$ cat config.mk
export PLATFORM = sky130hd
export DESIGN_NAME = byte_ring_deque
export DESIGN_NICKNAME = d
export VERILOG_FILES = /design/src/rtl/brd_pkg.sv /design/src/rtl/brd_ctrl.sv /design/src/rtl/brd_datapath.sv /design/src/rtl/byte_ring_deque.sv
export VERILOG_INCLUDE_DIRS = /design/src /design/src/rtl
export SDC_FILE = /design/constraint.sdc
export NUM_CORES = 2
export LEC_CHECK = 0
export BUFFER_PORTS_ARGS = -buffer_cell sky130_fd_sc_hd__buf_4
export CORE_ASPECT_RATIO = 1.4
export CORE_UTILIZATION = 50
export CTS_CLUSTER_SIZE = 10
export DETAILED_ROUTE_END_ITERATION = 6
export GPL_TIMING_DRIVEN = 0
export PLACE_DENSITY = 0.65
export SLEW_MARGIN = 30
export SYNTH_ARGS = -nofsm -noshare
export SYNTH_HDL_FRONTEND = slang
export SYNTH_SLANG_ARGS = --single-unit
$ cat constraint.sdc
create_clock -name clk -period 5.6 [get_ports clk]
set_clock_uncertainty 0.2 [all_clocks]
set_input_delay 1.12 -clock clk [delete_from_list [all_inputs] [get_ports clk]]
set_output_delay 1.12 -clock clk [all_outputs]
set_load 0.02 [all_outputs]
$ cat src/rtl/byte_ring_deque_assert.svh
// Assertion macros shared by the byte ring deque RTL.
`ifndef BYTE_RING_DEQUE_ASSERT_SVH
`define BYTE_RING_DEQUE_ASSERT_SVH

// Same-cycle implication, checked on every rising edge outside reset.
`define BRD_ASSERT_IMPL(label, clk, rst_n, ante, cons) \
  label: assert property (@(posedge clk) disable iff (!rst_n) (ante) |-> (cons)) \
    else $error("byte_ring_deque: assertion failed");

// Next-cycle implication.
`define BRD_ASSERT_NEXT(label, clk, rst_n, ante, cons) \
  label: assert property (@(posedge clk) disable iff (!rst_n) (ante) |=> (cons)) \
    else $error("byte_ring_deque: assertion failed");

`endif

$ cat src/rtl/brd_pkg.sv
// Shared constants and types for the byte ring deque.
package brd_pkg;

  localparam int BRD_DEPTH   = 256;
  localparam int FUNC_W      = 3;
  localparam int CNT_W       = 9;
  localparam int POS_W       = 8;
  localparam int BYTE_W      = 8;
  localparam int IN_TDATA_W  = 32;
  localparam int OUT_TDATA_W = 24;

  localparam logic [FUNC_W-1:0] FN_READ       = 3'd0;
  localparam logic [FUNC_W-1:0] FN_POP_FRONT  = 3'd1;
  localparam logic [FUNC_W-1:0] FN_POP_BACK   = 3'd2;
  localparam logic [FUNC_W-1:0] FN_PUSH_FRONT = 3'd3;
  localparam logic [FUNC_W-1:0] FN_PUSH_BACK  = 3'd4;

  typedef enum logic [1:0] {
    ST_IDLE = 2'b01,
    ST_HOLD = 2'b10
  } brd_state_t;

  typedef struct packed {
    logic take;       // transaction accepted this cycle
    logic result_out; // result transaction completes this cycle
  } brd_cmd_t;

endpackage

$ cat src/rtl/brd_ctrl.sv
// Handshake controller: owns the result slot and issues the accept command.
module brd_ctrl import brd_pkg::*; (
  input  logic     clk,
  input  logic     rst_n,
  input  logic     in_tvalid,
  output logic     in_tready,
  output logic     out_tvalid,
  input  logic     out_tready,
  output brd_cmd_t cmd
);

  brd_state_t state_r, state_nxt;

  assign out_tvalid     = (state_r == ST_HOLD);
  // slot frees the same cycle the receiver takes it
  assign in_tready      = (state_r == ST_IDLE) || out_tready;
  assign cmd.take       = in_tvalid && in_tready;
  assign cmd.result_out = out_tvalid && out_tready;

  always_comb begin
    state_nxt = state_r;
    case (state_r)
      ST_IDLE: begin
        if (cmd.take) state_nxt = ST_HOLD;
      end
      ST_HOLD: begin
        if (cmd.take) state_nxt = ST_HOLD;
        else if (cmd.result_out) state_nxt = ST_IDLE;
      end
      default: state_nxt = ST_IDLE;
    endcase
  end

  always_ff @(posedge clk) begin
    if (!rst_n) state_r <= ST_IDLE;
    else state_r <= state_nxt;
  end

endmodule

$ cat src/rtl/brd_datapath.sv
// Deque datapath: indices, fill count, push-run tracking and the byte store.
module brd_datapath import brd_pkg::*; #(
  parameter int DEPTH = BRD_DEPTH
) (
  input  logic              clk,
  input  logic              rst_n,
  input  brd_cmd_t          cmd,
  input  logic [FUNC_W-1:0] func,
  input  logic [CNT_W-1:0]  count,
  input  logic [POS_W-1:0]  position,
  input  logic [BYTE_W-1:0] data_byte,
  output logic              ok,
  output logic [BYTE_W-1:0] read_byte,
  output logic [CNT_W-1:0]  fill_level
);

  localparam int IW = (DEPTH > 1) ? $clog2(DEPTH) : 1;
  localparam int FW = $clog2(DEPTH + 1);
  localparam int AW = ((FW > CNT_W) ? FW : CNT_W) + 1;
  localparam logic [AW-1:0] DEPTH_A = AW'(DEPTH);
  localparam logic [AW-1:0] ONE_A   = AW'(1);

  // (a + b) mod DEPTH, valid while a + b < 2*DEPTH
  function automatic logic [IW-1:0] add_mod(input logic [IW-1:0] a, input logic [AW-1:0] b);
    logic [AW-1:0] s;
    s = AW'(a) + b;
    if (s >= DEPTH_A) s = s - DEPTH_A;
    return s[IW-1:0];
  endfunction

  // (a - b) mod DEPTH, valid while b <= DEPTH
  function automatic logic [IW-1:0] sub_mod(input logic [IW-1:0] a, input logic [AW-1:0] b);
    logic [AW-1:0] s;
    if (AW'(a) >= b) s = AW'(a) - b;
    else s = AW'(a) + DEPTH_A - b;
    return s[IW-1:0];
  endfunction

  logic [BYTE_W-1:0] mem [DEPTH];
  logic [BYTE_W-1:0] rdata_r;

  logic [IW-1:0]    front_r, front_nxt;
  logic [IW-1:0]    back_r, back_nxt;
  logic [IW-1:0]    wp_r, wp_nxt;
  logic [FW-1:0]    fill_r, fill_nxt;
  logic [CNT_W-1:0] run_rem_r, run_rem_nxt;
  logic             run_acc_r, run_acc_nxt;
  logic             ok_r, ok_nxt;
  logic             is_rd_r, is_rd_nxt;

  logic [AW-1:0]    count_a, fill_a, pos_a;
  logic             run_cont, is_push;
  logic             we;
  logic [IW-1:0]    waddr, raddr;

  assign count_a  = AW'(count);
  assign fill_a   = AW'(fill_r);
  assign pos_a    = AW'(position);
  assign is_push  = (func == FN_PUSH_FRONT) || (func == FN_PUSH_BACK);
  assign run_cont = (run_rem_r != '0) && is_push;
  assign raddr    = add_mod(front_r, pos_a);

  always_comb begin
    front_nxt   = front_r;
    back_nxt    = back_r;
    wp_nxt      = wp_r;
    fill_nxt    = fill_r;
    run_rem_nxt = run_rem_r;
    run_acc_nxt = run_acc_r;
    ok_nxt      = 1'b0;
    is_rd_nxt   = 1'b0;
    we          = 1'b0;
    waddr       = wp_r;
    if (run_cont) begin
      // next byte of an open run, whatever its push direction and count
      if (run_acc_r) begin
        we     = 1'b1;
        wp_nxt = add_mod(wp_r, ONE_A);
      end
      run_rem_nxt = run_rem_r - CNT_W'(1);
      ok_nxt      = run_acc_r;
    end else begin
      run_rem_nxt = '0;
      case (func)
        FN_READ: begin
          is_rd_nxt = 1'b1;
          ok_nxt    = (pos_a < fill_a);
        end
        FN_POP_FRONT, FN_POP_BACK: begin
          if ((count != '0) && (count_a <= fill_a)) begin
            if (func == FN_POP_FRONT) front_nxt = add_mod(front_r, count_a);
            else back_nxt = sub_mod(back_r, count_a);
            fill_nxt = FW'(fill_a - count_a);
            ok_nxt   = 1'b1;
          end
        end
        FN_PUSH_FRONT, FN_PUSH_BACK: begin
          run_rem_nxt = (count != '0) ? count - CNT_W'(1) : '0;
          if ((count != '0) && (fill_a + count_a <= DEPTH_A)) begin
            if (func == FN_PUSH_FRONT) begin
              front_nxt = sub_mod(front_r, count_a);
              waddr     = front_nxt;
            end else begin
              waddr    = add_mod(back_r, ONE_A);
              back_nxt = add_mod(back_r, count_a);
            end
            we          = 1'b1;
            wp_nxt      = add_mod(waddr, ONE_A);
            fill_nxt    = FW'(fill_a + count_a);
            run_acc_nxt = 1'b1;
            ok_nxt      = 1'b1;
          end else begin
            run_acc_nxt = 1'b0;
          end
        end
        default: ;
      endcase
    end
  end

  always_ff @(posedge clk) begin
    if (!rst_n) begin
      front_r   <= '0;
      back_r    <= IW'(DEPTH - 1);
      wp_r      <= '0;
      fill_r    <= '0;
      run_rem_r <= '0;
      run_acc_r <= 1'b0;
    end else if (cmd.take) begin
      front_r   <= front_nxt;
      back_r    <= back_nxt;
      wp_r      <= wp_nxt;
      fill_r    <= fill_nxt;
      run_rem_r <= run_rem_nxt;
      run_acc_r <= run_acc_nxt;
    end
  end

  always_ff @(posedge clk) begin
    if (cmd.take) begin
      ok_r    <= ok_nxt;
      is_rd_r <= is_rd_nxt;
    end
  end

  always_ff @(posedge clk) begin
    if (cmd.take && we) mem[waddr] <= data_byte;
  end

  always_ff @(posedge clk) begin
    if (cmd.take) rdata_r <= mem[raddr];
  end

  assign ok         = ok_r;
  assign read_byte  = (ok_r && is_rd_r) ? rdata_r : '0;
  // fill count only moves on an accept, which also refreshes the result slot
  assign fill_level = CNT_W'(fill_r);

endmodule

$ cat src/rtl/byte_ring_deque.sv
// Top level of the byte ring deque: stream ports, controller and datapath.
//
// Usage:
//   Input stream (in_*): one transaction per operation. func selects read at
//   offset, pop front, pop back, push front or push back. A push is a run of
//   count transactions, one byte each, in array order; space is checked on
//   the first one and a run that does not fit is dropped whole.
//   Result stream (out_*): exactly one transaction per input transaction,
//   in order: ok, the byte read (reads only) and the fill level afterwards.
// Result timing: the result is valid the cycle after the input is accepted;
//   the byte store read port is registered.
// Throughput: one transaction per cycle while the receiver keeps out_tready
//   high; the single result register is refilled the same cycle it drains.
// Stall: while a result waits with out_tready low, in_tready is low and the
//   result and all deque state hold.
// Reset (rst_n low, synchronous): deque empty, no run open, result slot
//   empty. The byte store is not cleared; no pass after reset is needed.
`include "byte_ring_deque_assert.svh"

module byte_ring_deque import brd_pkg::*; #(
  parameter int DEPTH = BRD_DEPTH
) (
  input  logic                   clk,
  input  logic                   rst_n,
  input  logic                   in_tvalid,
  output logic                   in_tready,
  // [2:0] func, [11:3] count, [19:12] position, [27:20] data_byte, [31:28] zero
  input  logic [IN_TDATA_W-1:0]  in_tdata,
  output logic                   out_tvalid,
  input  logic                   out_tready,
  // [0] ok, [8:1] read_byte, [17:9] fill_level, [23:18] zero
  output logic [OUT_TDATA_W-1:0] out_tdata
);

  brd_cmd_t          cmd;
  logic              ok;
  logic [BYTE_W-1:0] read_byte;
  logic [CNT_W-1:0]  fill_level;

  // Handshake and result-slot control
  brd_ctrl u_ctrl (
    .clk        (clk),
    .rst_n      (rst_n),
    .in_tvalid  (in_tvalid),
    .in_tready  (in_tready),
    .out_tvalid (out_tvalid),
    .out_tready (out_tready),
    .cmd        (cmd)
  );

  // Indices, run state and byte store
  brd_datapath #(
    .DEPTH (DEPTH)
  ) u_dp (
    .clk        (clk),
    .rst_n      (rst_n),
    .cmd        (cmd),
    .func       (in_tdata[2:0]),
    .count      (in_tdata[11:3]),
    .position   (in_tdata[19:12]),
    .data_byte  (in_tdata[27:20]),
    .ok         (ok),
    .read_byte  (read_byte),
    .fill_level (fill_level)
  );

  assign out_tdata = {6'd0, fill_level, read_byte, ok};

  // Every accepted transaction shows a result on the next cycle
  `BRD_ASSERT_NEXT(a_result_follows, clk, rst_n, in_tvalid && in_tready, out_tvalid)
  // A waiting result is never overwritten by a new transaction
  `BRD_ASSERT_IMPL(a_no_overrun, clk, rst_n, out_tvalid && !out_tready, !in_tready)
  // A failed operation never carries a data byte
  `BRD_ASSERT_IMPL(a_fail_zero, clk, rst_n, out_tvalid && !out_tdata[0], out_tdata[8:1] == 8'd0)

endmodule
==> results_dict.tcl <==
set metrics [dict create \
    cts_tree "done" \
    synth_compound_area_frac 0.0223 \
    dr.pass1.iters 5 \
    max_freq_mhz 174 \
    vias 43100 \
    h-tree-depth 4 \
    cts_buffer_depth 3 \
    violations "setup timing" \
    synth.yosys.seq_area_share 0.736 \
    power.density_nw_per_um2 354 \
    grt_overflow_total 0 \
    ios 62 \
    synthDistinctLibCells 84 \
    clk_pin_slew_ns 0.06 \
    synth_top_area_frac 0.726 \
    grt_antenna_before_repair 3 \
    timing.critical_path.arrival_ns 6.03 \
    die_h_um 490 \
    end_kind "flop" \
    rrSetupSlack_ns 0.05 \
    drt_iter0_markers 5137 \
    die_x_um 351 \
    dieArea_um2 172000 \
    crit_start "in_tdata[4]" \
    start_util 0.505 \
    p_leak_nw 30.0 \
    yosysWarnings 0 \
    viasPerCell 6.39 \
    cpPeakStageDelay_ns 0.65 \
    drive_above_1_share 0.313 \
    rows 178 \
    rsz0062_at_grt "true" \
    crit_chain "buf_4 -> inv_1 -> ha_1 -> nor2_1 -> a221oi_1 -> o311a_1 -> o2111ai_2 -> o21ai_4 -> nand3_4 -> buf_2 -> o21ai_2 -> nand3_1 -> buf_2 -> nor2_1" \
    r2r_end "u_dp.rdata_r[2]$_DFFE_PP_" \
    cap_violations 0 \
    routed_wirelength_mm 227 \
    fin_nets 4551 \
    crit_slowest_cell "nor2_1" \
    synth_area_leaders "edfxtp_1 (73%), mux4_2 (17%), nor2_1 (1.3%)" \
    vdd_drop_max_uv 351 \
    gp_congestion 0.918 \
    clkSinkCount 2103 \
    synth_edf_count 2058 \
    hold_buffers 0 \
    synth_top_family_by_area "multiplexers" \
    area_delta_synth_final_pct 13.3 \
    period_minus_slack_ns 5.73 \
    track_usage 0.267 \
    endpoint "u_dp.mem[222][4]$_DFFE_PP_" \
    yosys-top-cells-count "edfxtp_1 (2058), mux4_2 (640), nor2_1 (284)" \
    clk_latency_ns 0.85 \
    synth-simple-area-share 0.0330 \
    timing_hold_violations_final 0 \
    reg2reg_from "u_dp.front_r[0]$_SDFFE_PN0P_" \
    critPathBufInv 4 \
    utilization 0.572 \
    post-route-drc-count 0 \
    dp_slack_ns -1.38 \
    finalSetupViolCount 259 \
    port_buffers 49 \
    synthArstFlopShare 0 \
    cts-buffers-inserted 229 \
    ant_nets 0 \
    critical_path.max_fanout 10 \
    postLayoutSetupSlackWorst_ns -0.134 \
    tightest_slew_ns 1.12 \
    required_ns 5.89 \
    synthMuxAreaShare 0.178 \
    post-dp-hpwl_mm 153 \
    synth.avg_cell_area_um2 20.7 \
    synthFlopType "edfxtp_1" \
    finalMaxSlewViolations 0 \
    synth_fa_ha_area_frac 0.0115 \
    synth-xor-area-share 0.00463 \
    cp.depth 14 \
    finalCritPeriodShare 1.02 \
    grt_max_degree 117 \
    min_path_type "reg2reg" \
    postSynthCellCount 4116 \
    grt_first_pass_wirelength_mm 321 \
    rr_worst_depth 12 \
    synth.most_common_cell "edfxtp_1" \
    wl_per_cell_um 33.6 \
    fp.coreArea_um2 169000 \
    critPathLaunchType "input pin" \
    root_buffer "clkbuf_16" \
    first_global_vias 43700 \
    synth_top_area_cell "edfxtp_1" \
    outcome "finished with violations" \
    netlist_area_um2 85200 \
    critPathKind "in2reg" \
    critical_path.top_delay_family "compound AO/OA/AOI/OAI gates" \
    relSlewSlack 0.250 \
    ys_ff_latch 2103 \
]
worst reg2reg max path, stage by stage, from the launching register on:
cell             delay, ns
dfxtp_1               0.35
ha_1                  0.22
fa_1                  0.48
clkbuf_1              0.43
clkbuf_2              0.43
clkdlybuf4s15_2       0.56
clkbuf_4              0.43
mux4_2                0.37
mux4_2                0.52
mux2i_1               0.54
a21oi_1               0.28
a22oi_1               0.32
o221ai_1              0.18
cell usage in the layout (no fill, tap or decap), types with 67 or more instances in the layout:
cell type / instances
a21oi_1: 73
buf_2: 71
buf_4: 77
clkbuf_1: 109
clkbuf_16: 232
edfxtp_1: 2058
ha_1: 67
mux4_2: 640
nand2_1: 84
nor2_1: 107
nor2_2: 142
o21ai_0: 69
worst min path at each step:
stage	startpoint	endpoint	slack, ns	depth (start not counted)
global placement	u_dp.run_rem_r[5]$_SDFFE_PN0P_	u_dp.run_rem_r[5]$_SDFFE_PN0P_	0.26	2
finish	u_dp.run_rem_r[7]$_SDFFE_PN0P_	u_dp.run_rem_r[7]$_SDFFE_PN0P_	0.28	2
detailed placement	u_dp.run_rem_r[7]$_SDFFE_PN0P_	u_dp.run_rem_r[7]$_SDFFE_PN0P_	0.27	2
floorplan	u_dp.run_rem_r[5]$_SDFFE_PN0P_	u_dp.run_rem_r[5]$_SDFFE_PN0P_	0.25	2
CTS	u_dp.run_rem_r[7]$_SDFFE_PN0P_	u_dp.run_rem_r[7]$_SDFFE_PN0P_	0.28	2
global route	u_dp.run_rem_r[7]$_SDFFE_PN0P_	u_dp.run_rem_r[7]$_SDFFE_PN0P_	0.32	2
per-stage QoR:
| stage | TNS (ns) | instances | hold WS (ns) | total power [W] | cell area (um^2) |
|---|---|---|---|---|---|
| after floorplan | 0 | 4121 | 0.248 | 0.0197 | 85200 |
| after global placement | -1927.16 | 6420 | 0.264 | 0.0212 | 88400 |
| after detailed placement | -1872.14 | 6457 | 0.274 | 0.0213 | 89400 |
| after CTS | -51.21 | 6732 | 0.282 | 0.0342 | 95800 |
| after global routing | -52.33 | 6736 | 0.318 | 0.0349 | 96500 |
| final | -14.22 | 6736 | 0.281 | 0.0341 | 96500 |
timing repair:
| item | CTS | global route |
|---|---|---|
| endpoints found under the hold margin | 0 | 0 |
| endpoints found under the setup margin | 1238 | 1564 |
| resized for setup | 91 | 177 |
| setup buffers | 0 | 3 |
| pin swaps | 0 | 1 |
| cloned | 0 | 0 |
metal layers:
metal / up-vias / global-route usage / routed length (um)
met5: - / 0 / 24
met4: 4 / 0.106 / 8810
met3: 398 / 0.0457 / 15400
met2: 1908 / 0.451 / 118000
met1: 23100 / 0.344 / 84700
li1: 17700 / - / -
power breakdown:
group,switching (W),internal [W]
Clock,0.00575,0.00740
Sequential,0.0000295,0.0173
Combinational,0.00219,0.00144
Total,0.00797,0.0261
state kept, by name, summed over array words and instances (netlist names):
name,cells
u_dp.mem,2048
u_dp.fill_level,9
u_dp.run_rem_r,9
u_dp.back_r,8
u_dp.front_r,8
u_dp.rdata_r,8
u_dp.wp_r,8
u_ctrl.state_r,2
u_dp.is_rd_r,1
u_dp.ok,1
u_dp.run_acc_r,1
final cells by class:
type,instances,area (um^2)
Fill cell,12300,72100
Sequential cell,2103,62700
Multi-Input combinational cell,1722,22300
Clock buffer,260,5940
Tap cell,2250,2820
Buffer,243,1220
Timing Repair Buffer,89,1090
Clock inverter,15,235
Inverter,53,199
Antenna cell,1,2.50
logic make-up after synthesis:
logic type	Yosys count
mux	711
xor+xnor	45
buf+inv	296
compound gates	289
flops	2103
other cells	1
fa+ha+maj	74
simple gates	597
(Power assumes the default switching activity.)
